## src/hw/rtl/tpsc_pkg.sv

```systemverilog
// Shared types and constants of the tick-period PI speed controller.
// Used by the register file, the controller, the datapath and the top level.
// No dependencies.
package tpsc_pkg;

    localparam int TickW  = 16;
    localparam int ScaleW = 24;
    localparam int WordW  = 16;
    localparam int GainW  = 32;
    localparam int IntW   = 48;
    localparam int AddrW  = 5;
    localparam int DataW  = 32;

    localparam int DivSteps = ScaleW;
    localparam int CntW     = $clog2(DivSteps);

    localparam logic [ScaleW-1:0] ScaleRst  = 24'd3296077;
    localparam logic [WordW-1:0]  TargetRst = 16'd384;
    localparam logic [WordW-1:0]  PropRst   = 16'd1200;
    localparam logic [GainW-1:0]  IntegRst  = 32'd1288490;
    localparam logic [WordW-1:0]  DutyRst   = 16'd110;
    localparam logic [WordW-1:0]  PwmRst    = 16'd1000;

    typedef enum logic [2:0] {
        REG_SCALE  = 3'd0,
        REG_TARGET = 3'd1,
        REG_PROP   = 3'd2,
        REG_INTEG  = 3'd3,
        REG_DUTY   = 3'd4,
        REG_PWM    = 3'd5
    } t_reg_idx;

    typedef struct packed {
        logic [ScaleW-1:0] speed_scale;
        logic [WordW-1:0]  target_speed;
        logic [WordW-1:0]  prop_gain;
        logic [GainW-1:0]  integral_gain;
        logic [WordW-1:0]  open_loop_duty;
        logic [WordW-1:0]  pwm_period;
    } t_cfg;

    typedef struct packed {
        logic load;
        logic div_step;
        logic err;
        logic mul_ep;
        logic acc;
        logic abs_val;
        logic mul_lo;
        logic mul_hi;
        logic sum;
        logic drive;
        logic zero;
        logic out_load;
    } t_cmd;

    typedef struct packed {
        logic period_zero;
    } t_status;

endpackage

```

## src/hw/rtl/tpsc_regs.sv

```systemverilog
// APB-style configuration register file of the speed controller.
// Depends on tpsc_pkg for the register map, reset values and the t_cfg type.
module tpsc_regs (
    input  logic                          i_clk,
    input  logic                          i_rst_n,
    input  logic                          psel,
    input  logic                          penable,
    input  logic                          pwrite,
    input  logic [tpsc_pkg::AddrW-1:0]    paddr,
    input  logic [tpsc_pkg::DataW-1:0]    pwdata,
    output logic [tpsc_pkg::DataW-1:0]    prdata,
    output logic                          pready,
    output tpsc_pkg::t_cfg                o_cfg
);

    tpsc_pkg::t_cfg r_cfg;
    logic [2:0]     idx;
    logic           wr_en;

    assign idx    = paddr[4:2];
    assign wr_en  = psel & penable & pwrite;
    assign pready = 1'b1;
    assign o_cfg  = r_cfg;

    always_ff @(posedge i_clk) begin
        if (!i_rst_n) begin
            r_cfg.speed_scale    <= tpsc_pkg::ScaleRst;
            r_cfg.target_speed   <= tpsc_pkg::TargetRst;
            r_cfg.prop_gain      <= tpsc_pkg::PropRst;
            r_cfg.integral_gain  <= tpsc_pkg::IntegRst;
            r_cfg.open_loop_duty <= tpsc_pkg::DutyRst;
            r_cfg.pwm_period     <= tpsc_pkg::PwmRst;
        end else if (wr_en) begin
            case (idx)
                tpsc_pkg::REG_SCALE:  r_cfg.speed_scale    <= pwdata[tpsc_pkg::ScaleW-1:0];
                tpsc_pkg::REG_TARGET: r_cfg.target_speed   <= pwdata[tpsc_pkg::WordW-1:0];
                tpsc_pkg::REG_PROP:   r_cfg.prop_gain      <= pwdata[tpsc_pkg::WordW-1:0];
                tpsc_pkg::REG_INTEG:  r_cfg.integral_gain  <= pwdata[tpsc_pkg::GainW-1:0];
                tpsc_pkg::REG_DUTY:   r_cfg.open_loop_duty <= pwdata[tpsc_pkg::WordW-1:0];
                tpsc_pkg::REG_PWM:    r_cfg.pwm_period     <= pwdata[tpsc_pkg::WordW-1:0];
                default: begin
                end
            endcase
        end
    end

    always_comb begin
        prdata = '0;
        case (idx)
            tpsc_pkg::REG_SCALE:  prdata = {8'd0, r_cfg.speed_scale};
            tpsc_pkg::REG_TARGET: prdata = {16'd0, r_cfg.target_speed};
            tpsc_pkg::REG_PROP:   prdata = {16'd0, r_cfg.prop_gain};
            tpsc_pkg::REG_INTEG:  prdata = r_cfg.integral_gain;
            tpsc_pkg::REG_DUTY:   prdata = {16'd0, r_cfg.open_loop_duty};
            tpsc_pkg::REG_PWM:    prdata = {16'd0, r_cfg.pwm_period};
            default:              prdata = '0;
        endcase
    end

endmodule

```

## src/hw/rtl/tpsc_ctrl.sv

```systemverilog
// Sequencing state machine of the speed controller.
// Depends on tpsc_pkg for the command and status structs.
module tpsc_ctrl (
    input  logic                i_clk,
    input  logic                i_rst_n,
    input  logic                i_tick_valid,
    output logic                o_tick_ready,
    output logic                o_result_valid,
    input  logic                i_result_ready,
    input  tpsc_pkg::t_status   i_status,
    output tpsc_pkg::t_cmd      o_cmd
);

    typedef enum logic [11:0] {
        S_IDLE  = 12'b0000_0000_0001,
        S_DIV   = 12'b0000_0000_0010,
        S_ERR   = 12'b0000_0000_0100,
        S_MULEP = 12'b0000_0000_1000,
        S_ACC   = 12'b0000_0001_0000,
        S_ABS   = 12'b0000_0010_0000,
        S_MLO   = 12'b0000_0100_0000,
        S_MHI   = 12'b0000_1000_0000,
        S_SUM   = 12'b0001_0000_0000,
        S_DRV   = 12'b0010_0000_0000,
        S_ZERO  = 12'b0100_0000_0000,
        S_OUT   = 12'b1000_0000_0000
    } t_state;

    t_state                      r_state, n_state;
    logic [tpsc_pkg::CntW-1:0]   r_cnt, n_cnt;
    logic                        r_out_valid, n_out_valid;
    logic                        accept;
    logic                        out_free;

    assign o_tick_ready   = (r_state == S_IDLE);
    assign accept         = o_tick_ready & i_tick_valid;
    assign out_free       = !r_out_valid || i_result_ready;
    assign o_result_valid = r_out_valid;

    always_comb begin
        o_cmd          = '0;
        o_cmd.load     = accept;
        o_cmd.div_step = (r_state == S_DIV);
        o_cmd.err      = (r_state == S_ERR);
        o_cmd.mul_ep   = (r_state == S_MULEP);
        o_cmd.acc      = (r_state == S_ACC);
        o_cmd.abs_val  = (r_state == S_ABS);
        o_cmd.mul_lo   = (r_state == S_MLO);
        o_cmd.mul_hi   = (r_state == S_MHI);
        o_cmd.sum      = (r_state == S_SUM);
        o_cmd.drive    = (r_state == S_DRV);
        o_cmd.zero     = (r_state == S_ZERO);
        o_cmd.out_load = (r_state == S_OUT) && out_free;
    end

    always_comb begin
        n_state     = r_state;
        n_cnt       = r_cnt;
        n_out_valid = o_cmd.out_load ? 1'b1 : (i_result_ready ? 1'b0 : r_out_valid);
        case (r_state)
            S_IDLE: begin
                n_cnt = '0;
                if (accept) begin
                    n_state = i_status.period_zero ? S_ZERO : S_DIV;
                end
            end
            S_DIV: begin
                n_cnt = r_cnt + 1'b1;
                if (r_cnt == tpsc_pkg::CntW'(tpsc_pkg::DivSteps - 1)) begin
                    n_state = S_ERR;
                end
            end
            S_ERR:   n_state = S_MULEP;
            S_MULEP: n_state = S_ACC;
            S_ACC:   n_state = S_ABS;
            S_ABS:   n_state = S_MLO;
            S_MLO:   n_state = S_MHI;
            S_MHI:   n_state = S_SUM;
            S_SUM:   n_state = S_DRV;
            S_DRV:   n_state = S_OUT;
            S_ZERO:  n_state = S_OUT;
            S_OUT: begin
                if (out_free) begin
                    n_state = S_IDLE;
                end
            end
            default: n_state = S_IDLE;
        endcase
    end

    always_ff @(posedge i_clk) begin
        if (!i_rst_n) begin
            r_state     <= S_IDLE;
            r_cnt       <= '0;
            r_out_valid <= 1'b0;
        end else begin
            r_state     <= n_state;
            r_cnt       <= n_cnt;
            r_out_valid <= n_out_valid;
        end
    end

endmodule

```

## src/hw/rtl/tpsc_dp.sv

```systemverilog
// Datapath of the speed controller: serial divider, error integral, shared
// gain multiplier, drive sum and clamp, output registers.
// Depends on tpsc_pkg for widths, t_cfg, t_cmd and t_status.
module tpsc_dp #(
    parameter int PERIOD_BITS = 16
) (
    input  logic                          i_clk,
    input  logic                          i_rst_n,
    input  logic [tpsc_pkg::TickW-1:0]    i_tick_period,
    input  tpsc_pkg::t_cfg                i_cfg,
    input  tpsc_pkg::t_cmd                i_cmd,
    output tpsc_pkg::t_status             o_status,
    output logic [tpsc_pkg::WordW-1:0]    o_duty_value,
    output logic [tpsc_pkg::WordW-1:0]    o_measured_speed
);

    localparam int PW   = (PERIOD_BITS < tpsc_pkg::TickW) ? PERIOD_BITS : tpsc_pkg::TickW;
    localparam int SW   = tpsc_pkg::ScaleW;
    localparam int WW   = tpsc_pkg::WordW;
    localparam int EW   = WW + 1;
    localparam int EpW  = EW + PW + 1;
    localparam int PrW  = 2 * EW;
    localparam int IW   = tpsc_pkg::IntW;
    localparam int HW   = IW / 2;
    localparam int MW   = HW + tpsc_pkg::GainW;
    localparam int DW   = IW + 2;

    logic [PW-1:0]          r_period;
    logic [SW-1:0]          r_quo;
    logic [PW:0]            r_rem;
    logic [WW-1:0]          r_speed;
    logic signed [EW-1:0]   r_err;
    logic signed [EpW-1:0]  r_ep;
    logic signed [IW-1:0]   r_integ;
    logic signed [PrW-1:0]  r_prop;
    logic                   r_neg;
    logic [IW-1:0]          r_mag;
    logic [MW-1:0]          r_t;
    logic [MW-1:0]          r_a;
    logic signed [IW:0]     r_iterm;
    logic [WW-1:0]          r_duty;
    logic [WW-1:0]          r_out_duty;
    logic [WW-1:0]          r_out_speed;

    logic [PW-1:0]          period_in;
    logic [PW:0]            rem_shift;
    logic                   rem_ge;
    logic [WW-1:0]          speed_sat;
    logic signed [IW:0]     acc_sum;
    logic [HW-1:0]          mul_op;
    logic [MW-1:0]          mul_prod;
    logic [MW:0]            itm_sum;
    logic [IW-1:0]          itm;
    logic signed [DW-1:0]   drive;
    logic [WW-1:0]          top;
    logic signed [DW-1:0]   top_q;

    assign period_in            = i_tick_period[PW-1:0];
    assign o_status.period_zero = (period_in == '0);
    assign o_duty_value         = r_out_duty;
    assign o_measured_speed     = r_out_speed;

    assign rem_shift = {r_rem[PW-1:0], r_quo[SW-1]};
    assign rem_ge    = (rem_shift >= {1'b0, r_period});
    assign speed_sat = (|r_quo[SW-1:WW]) ? {WW{1'b1}} : r_quo[WW-1:0];

    assign acc_sum = {r_integ[IW-1], r_integ} + (IW+1)'(r_ep);

    assign mul_op   = i_cmd.mul_hi ? r_mag[IW-1:HW] : r_mag[HW-1:0];
    assign mul_prod = MW'(mul_op) * MW'(i_cfg.integral_gain);

    assign itm_sum = {1'b0, r_a} + (MW+1)'(r_t[MW-1:HW]);
    assign itm     = itm_sum[IW+7:8];

    assign drive = $signed(DW'({i_cfg.open_loop_duty, 8'd0}))
                 + DW'(r_prop) + DW'(r_iterm);
    assign top   = (i_cfg.pwm_period == '0) ? '0 : i_cfg.pwm_period - 1'b1;
    assign top_q = $signed(DW'({top, 8'd0}));

    always_ff @(posedge i_clk) begin
        if (i_cmd.load) begin
            r_period <= period_in;
            r_quo    <= i_cfg.speed_scale;
            r_rem    <= '0;
        end else if (i_cmd.div_step) begin
            r_rem <= rem_ge ? rem_shift - {1'b0, r_period} : rem_shift;
            r_quo <= {r_quo[SW-2:0], rem_ge};
        end
        if (i_cmd.err) begin
            r_speed <= speed_sat;
            r_err   <= $signed({1'b0, i_cfg.target_speed}) - $signed({1'b0, speed_sat});
        end
        if (i_cmd.mul_ep) begin
            r_ep <= EpW'(r_err) * $signed(EpW'({1'b0, r_period}));
        end
        if (i_cmd.acc) begin
            r_prop <= PrW'($signed({1'b0, i_cfg.prop_gain})) * PrW'(r_err);
        end
        if (i_cmd.abs_val) begin
            r_neg <= r_integ[IW-1];
            r_mag <= r_integ[IW-1] ? IW'(-r_integ) : IW'(r_integ);
        end
        if (i_cmd.mul_lo) begin
            r_t <= mul_prod;
        end
        if (i_cmd.mul_hi) begin
            r_a <= mul_prod;
        end
        if (i_cmd.sum) begin
            r_iterm <= r_neg ? -$signed({1'b0, itm}) : $signed({1'b0, itm});
        end
        if (i_cmd.drive) begin
            if (drive > top_q) begin
                r_duty <= top;
            end else if (drive < 0) begin
                r_duty <= '0;
            end else begin
                r_duty <= drive[WW+7:8];
            end
        end
        if (i_cmd.zero) begin
            r_duty  <= i_cfg.open_loop_duty;
            r_speed <= '0;
        end
        if (i_cmd.out_load) begin
            r_out_duty  <= r_duty;
            r_out_speed <= r_speed;
        end
    end

    always_ff @(posedge i_clk) begin
        if (!i_rst_n) begin
            r_integ <= '0;
        end else if (i_cmd.zero) begin
            r_integ <= '0;
        end else if (i_cmd.acc) begin
            if (acc_sum[IW] != acc_sum[IW-1]) begin
                r_integ <= acc_sum[IW] ? {1'b1, {(IW-1){1'b0}}} : {1'b0, {(IW-1){1'b1}}};
            end else begin
                r_integ <= acc_sum[IW-1:0];
            end
        end
    end

endmodule

```

## src/hw/rtl/tick_period_pi_speed_control_core.sv

```systemverilog
// Top level of the tick-period PI speed controller.
// Instantiates tpsc_regs, tpsc_ctrl and tpsc_dp; uses tpsc_pkg.
//
//   Channel   Direction   Handshake                        Payload
//   tick      in          i_tick_valid / o_tick_ready      i_tick_period
//   result    out         o_result_valid / i_result_ready  o_duty_value, o_measured_speed
//   config    in          psel, penable, pwrite / pready   paddr, pwdata, prdata
//
// A request with a nonzero period runs the one-bit-per-cycle restoring divider and
// then the error, integral, gain-multiply, sum and drive steps before the next
// request can be accepted. A zero period skips these and loads the open-loop duty.
// A finished result waits in the output register; the next request is accepted and
// worked on meanwhile, and only its final load stalls until the result is taken.
// Reset clears the controller, the output valid flag and the error integral.
module tick_period_pi_speed_control_core #(
    parameter int PERIOD_BITS = 16
) (
    input  logic                          i_clk,
    input  logic                          i_rst_n,
    input  logic                          i_tick_valid,
    output logic                          o_tick_ready,
    input  logic [tpsc_pkg::TickW-1:0]    i_tick_period,
    output logic                          o_result_valid,
    input  logic                          i_result_ready,
    output logic [tpsc_pkg::WordW-1:0]    o_duty_value,
    output logic [tpsc_pkg::WordW-1:0]    o_measured_speed,
    input  logic                          psel,
    input  logic                          penable,
    input  logic                          pwrite,
    input  logic [tpsc_pkg::AddrW-1:0]    paddr,
    input  logic [tpsc_pkg::DataW-1:0]    pwdata,
    output logic [tpsc_pkg::DataW-1:0]    prdata,
    output logic                          pready
);

    tpsc_pkg::t_cfg    cfg;
    tpsc_pkg::t_cmd    cmd;
    tpsc_pkg::t_status status;

    tpsc_regs u_regs (
        .i_clk   (i_clk),
        .i_rst_n (i_rst_n),
        .psel    (psel),
        .penable (penable),
        .pwrite  (pwrite),
        .paddr   (paddr),
        .pwdata  (pwdata),
        .prdata  (prdata),
        .pready  (pready),
        .o_cfg   (cfg)
    );

    tpsc_ctrl u_ctrl (
        .i_clk          (i_clk),
        .i_rst_n        (i_rst_n),
        .i_tick_valid   (i_tick_valid),
        .o_tick_ready   (o_tick_ready),
        .o_result_valid (o_result_valid),
        .i_result_ready (i_result_ready),
        .i_status       (status),
        .o_cmd          (cmd)
    );

    tpsc_dp #(
        .PERIOD_BITS (PERIOD_BITS)
    ) u_dp (
        .i_clk            (i_clk),
        .i_rst_n          (i_rst_n),
        .i_tick_period    (i_tick_period),
        .i_cfg            (cfg),
        .i_cmd            (cmd),
        .o_status         (status),
        .o_duty_value     (o_duty_value),
        .o_measured_speed (o_measured_speed)
    );

`ifndef SYNTHESIS
    a_busy_after_accept: assert property (@(posedge i_clk) disable iff (!i_rst_n)
        i_tick_valid && o_tick_ready |=> !o_tick_ready)
        else $error("controller ready right after accepting a request");

    a_no_early_result: assert property (@(posedge i_clk) disable iff (!i_rst_n)
        i_tick_valid && o_tick_ready |=> !cmd.out_load)
        else $error("result loaded one cycle after acceptance");

    a_load_sets_valid: assert property (@(posedge i_clk) disable iff (!i_rst_n)
        cmd.out_load |=> o_result_valid)
        else $error("output load did not raise result valid");

    a_duty_clamped: assert property (@(posedge i_clk) disable iff (!i_rst_n)
        o_result_valid && (o_measured_speed != '0) |->
            (o_duty_value < cfg.pwm_period) || (o_duty_value == '0))
        else $error("measured result duty exceeds PWM period");
`endif

endmodule
```

## config.mk

```make
export PLATFORM = sky130hd
export DESIGN_NAME = tick_period_pi_speed_control_core
export DESIGN_NICKNAME = d
export VERILOG_FILES = /design/src/hw/rtl/tpsc_pkg.sv /design/src/hw/rtl/tpsc_regs.sv /design/src/hw/rtl/tpsc_ctrl.sv /design/src/hw/rtl/tpsc_dp.sv /design/src/hw/rtl/tick_period_pi_speed_control_core.sv
export SDC_FILE = /design/constraint.sdc
export NUM_CORES = 2
export LEC_CHECK = 0
export BUFFER_PORTS_ARGS = -buffer_cell sky130_fd_sc_hd__buf_2
export CAP_MARGIN = 20
export CORE_ASPECT_RATIO = 0.5
export CORE_MARGIN = 4
export CORE_UTILIZATION = 40
export DETAILED_ROUTE_END_ITERATION = 8
export PLACE_DENSITY_LB_ADDON = 0.05
export SYNTH_ARGS = -nofsm -noshare
export SYNTH_HDL_FRONTEND = slang
export SYNTH_SLANG_ARGS = --single-unit
export TNS_END_PERCENT = 10
```

## constraint.sdc

```tcl
create_clock -name i_clk -period 11.75 [get_ports i_clk]
set_input_delay 1.7625 -clock i_clk [delete_from_list [all_inputs] [get_ports i_clk]]
set_output_delay 1.7625 -clock i_clk [all_outputs]
set_load 0.02 [all_outputs]
```

==> impl.org <==
** Floorplanning
- In this run the count of I/O pins placed on the die edge is 127.
- Measured along the y axis, the die boundary spans 319 µm.
- Die area :: 0.202 mm²
- Total core area :: 0.191 mm²
- The initial utilization of the core area, before any placement, comes to 0.406.
- Die width :: 631 µm
- Row count :: 113

** CTS
- After clock tree synthesis, the clock-pin slew on the worst setup and hold paths is 0.07 ns.
- Total clock buffers created by CTS :: 61
- TritonCTS built the clock tree.
- The longest clock path from root to sink contains 3 buffers.
- Clock tree synthesis selected as its root buffer the cell clkbuf_16.
- Hold repair after CTS inserted 0 buffers.
- Latest clock arrival within the worst-skew pair :: 0.71 ns
- Clk sink count :: 577
- After clock tree synthesis, the setup repair step added 0 buffers.
- In this run, post-CTS repair resized a total of 0 instances.
- Depth of the CTS H-tree :: 2

** Timing
- Peak Freq :: 95.8 MHz
- Across all hold checks on the routed design, the worst slack comes to 0.388 ns.
- The worst pin sits at a relative slew slack of 0.241.
- Setup Total Neg Slack :: 0 ns
- Dividing the final minimum period by the clock period gives 0.889.
- Setup repair after global routing left no endpoint under its margin.
- At the pin with the least slew margin, the transition time is 1.14 ns.
- Setup violations remaining at the end of the flow were counted as 0.
- Hold Violations, Final :: 0
- On the final layout, the worst clock skew is 0.0546 ns.
- Number of max-slew violations in the final report :: 0
- Final worst path period need :: 10.44 ns

** Route
- After detailed routing, the average wire length per cell comes to 21.7 µm.
- In the routed design, unresolved DRC markers number 0.
- In the routed layout, each cell is associated on average with a via count of 5.27.
- Summing over every cut layer, the via total after detailed routing is 58100.
- The detail route stage leaves a number of antenna-violating nets equal to 0.
- After detailed routing, the total wire length is 239000 µm.
- Initial DRT Pass Iterations :: 5
- For this block, the initial DRC count from the detailed router was 4270.

** Critical path
- Maximum net fanout on the critical path :: 22
- Peak per-stage delay on the critical path :: 0.78 ns
- The critical path in this run is classified as flop to flop.
- Critical path endpoint category :: flop
- Cell occurring most often along the worst timing path :: fa_1
- Required time of the critical path :: 12.19 ns
- The slowest stage of the critical path is the nand2_1 cell.
- STA puts the critical path data arrival time at 10.88 ns.
- Sort of element at the start of the critical path :: flop

** Run
- Max Cap Viol :: 0

** GRT
- The first global-routing pass estimated 372000 µm of wire.
- Maximum number of pins on one net before global-route repair :: 66
- For this run, the total global-route usage over all layers was measured as 0.239.
- Number of antenna violations at the first check in global routing :: 18
- Global routing finished with a remaining overflow of 0.
- Vias in the first global route :: 59400

** Synthesis
- In the synthesized netlist the dominant register cell turns out to be edfxtp_1.
- The synthesized design contains 577 register bits.
- Of the synthesized area, sequential elements account for 0.195.
- Syn Nets :: 10300
- For this run, the number of Yosys warnings is 0.
- Of the post-synthesis cell area, the dominant cell type holds 0.301.
- The synthesized netlist occupies a cell area of 0.0776 mm².
- Cell type with the largest total area after synthesis :: fa_1
- After synthesis, the mean cell area works out to 9.17 µm².
- Netlist cell types :: 95
- Synthesis produced a netlist whose cell count is 8459.
- Number of enable-type register cells in the synthesized netlist :: 359
- Dominant cells by area after synthesis :: fa_1 (30%), edfxtp_1 (14%), ha_1 (9.8%), inv_1 (6.7%), nand2_1 (6.1%)
- Of all flip-flops after synthesis, the portion carrying an async set or reset was 0.

** Placed design
- Summed over all nets, the half-perimeter wirelength after detailed placement is 186000 µm.
- Counting tap cells, the placed design contains a total of 10900 instances.
- Port buffering added 123 buffers.
- The congestion estimate from routability-driven global placement came to 0.893.

** Cells and area
- Of the cells placed in the final design, the portion with a size suffix greater than 1 is 0.0550.
- After filler insertion, the fill cell instance count of the layout stands at 19100.
- Area delta synth->final :: 7.29%
- Once layout is complete, the cells apart from fillers number 11000.
- Count of nets after finishing :: 10200

** Power
- For this design the ratio of total power to cell area is 232 mW/mm².
- Leakage component of the power :: 38.4 nW
- Worst VDD drop :: 0.962 mV

** Hold path
- The path class of the tightest hold or removal check is flop to flop.

** Status
- The run finished with clean final reports.
worst max-delay path: cells and delay by family, from the launching register on:
family / cells / cell delay [ns]
XOR/XNOR: 1 / 0.15
buffers and inverters: 6 / 0.62
AND/OR/NAND/NOR: 12 / 3.09
AO/OA/AOI/OAI: 7 / 2.09
adder cells (fa/ha/maj): 8 / 3.88
flip-flops: 1 / 0.33
layer usage:
layer	vias to the layer above	global-route usage	part of all wire
met5	-	0	0.00014
met4	4	0.0351	0.015
met3	165	0.0292	0.054
met2	1332	0.364	0.43
met1	29700	0.369	0.50
li1	27000	-	-
through the flow:
stage | total power, mW | setup slack [ns] | area [µm²] | util
6_report | 19.3 | 1.31 | 83300 | 0.435
5_1_grt | 21.8 | 0.484 | 83200 | 0.435
2_1_floorplan | 14.0 | 1.40 | 77600 | -
4_1_cts | 19.7 | 1.37 | 83200 | 0.435
3_3_place_gp | 17.3 | 1.45 | 81000 | 0.424
3_5_place_dp | 17.4 | 1.45 | 81100 | 0.424
final timing paths:
| kind | slack [ns] | depth (start not counted) | endpoint | startpoint |
|---|---|---|---|---|
| setup / recovery | 1.31 | 34 | u_dp.r_t[55] | u_ctrl.r_state[0] |
| hold / removal | 0.39 | 0 | u_dp.o_duty_value[14] | u_dp.r_duty[14] |
| setup reg to reg | 1.31 | 34 | u_dp.r_t[55] | u_ctrl.r_state[0] |
| hold reg to reg | 0.39 | 0 | u_dp.o_duty_value[14] | u_dp.r_duty[14] |
where the power goes:
part	leakage, nW	total (mW)	switching [mW]	internal [mW]
combinational	32.3	14.0	7.93	6.02
sequential	5.06	3.20	0.113	3.08
clock	1.03	2.14	0.957	1.19
cell usage in the layout, fill, tap and decap left out, types with 131 or more instances in the layout:
cell      count
fa_1       1166
o21ai_0     235
nor2_1      240
ha_1        609
xnor2_1     231
nor2b_1     140
nand2_1    1250
dfxtp_1     211
and2_1      575
a21o_1      131
inv_1      1389
edfxtp_1    359
a21oi_1     295
state kept, by name, summed over array words and instances, names as in the netlist, 17 cells and up:
name,flops
u_dp.r_t,32
u_dp.r_a,56
u_regs.o_cfg,120
u_dp.r_prop,34
u_dp.r_ep,34
u_dp.r_err,17
u_dp.r_integ,48
u_dp.r_quo,24
u_dp.r_mag,48
u_dp.r_iterm,49
cells by family after synthesis:
| kind of cell | count (synthesis) | synth area share |
|---|---|---|
| other cells | 1 | 0.0000483 |
| simple gates | 2736 | 0.172 |
| xor+xnor | 321 | 0.0362 |
| mux | 65 | 0.00887 |
| flops | 577 | 0.195 |
| compound gates | 1196 | 0.102 |
| buf+inv | 1786 | 0.0866 |
| fa+ha+maj | 1777 | 0.399 |
final cells by class:
class	count	area, µm²	share of cell area
Antenna cell	14	35.0	0.000421
Timing Repair Buffer	252	1620	0.0194
Clock inverter	43	558	0.00670
Clock buffer	72	1590	0.0191
Sequential cell	577	15200	0.182
Tap cell	2587	3240	0.0389
Inverter	1391	5220	0.0627
Multi-Input combinational cell	6096	55800	0.671
cell usage after synthesis, types with 38 or more instances:
master and n:
o21ai_0 235, xnor2_1 231, o21a_1 38, dfxtp_1 218
fa_1 1166, a21oi_1 295, a22oi_1 55, nand3_1 116
xor2_1 90, nor2_1 242, nor3_1 66, a211oi_1 47
edfxtp_1 359, nand4_1 51, a21boi_0 102, inv_1 1391
o211ai_1 40, clkbuf_1 379, nand2b_1 62, nand2_1 1255
and3_1 45, a21o_1 131, ha_1 609, and2_1 575
nor2b_1 141
No activity file was read; power rests on OpenSTA's default activity.
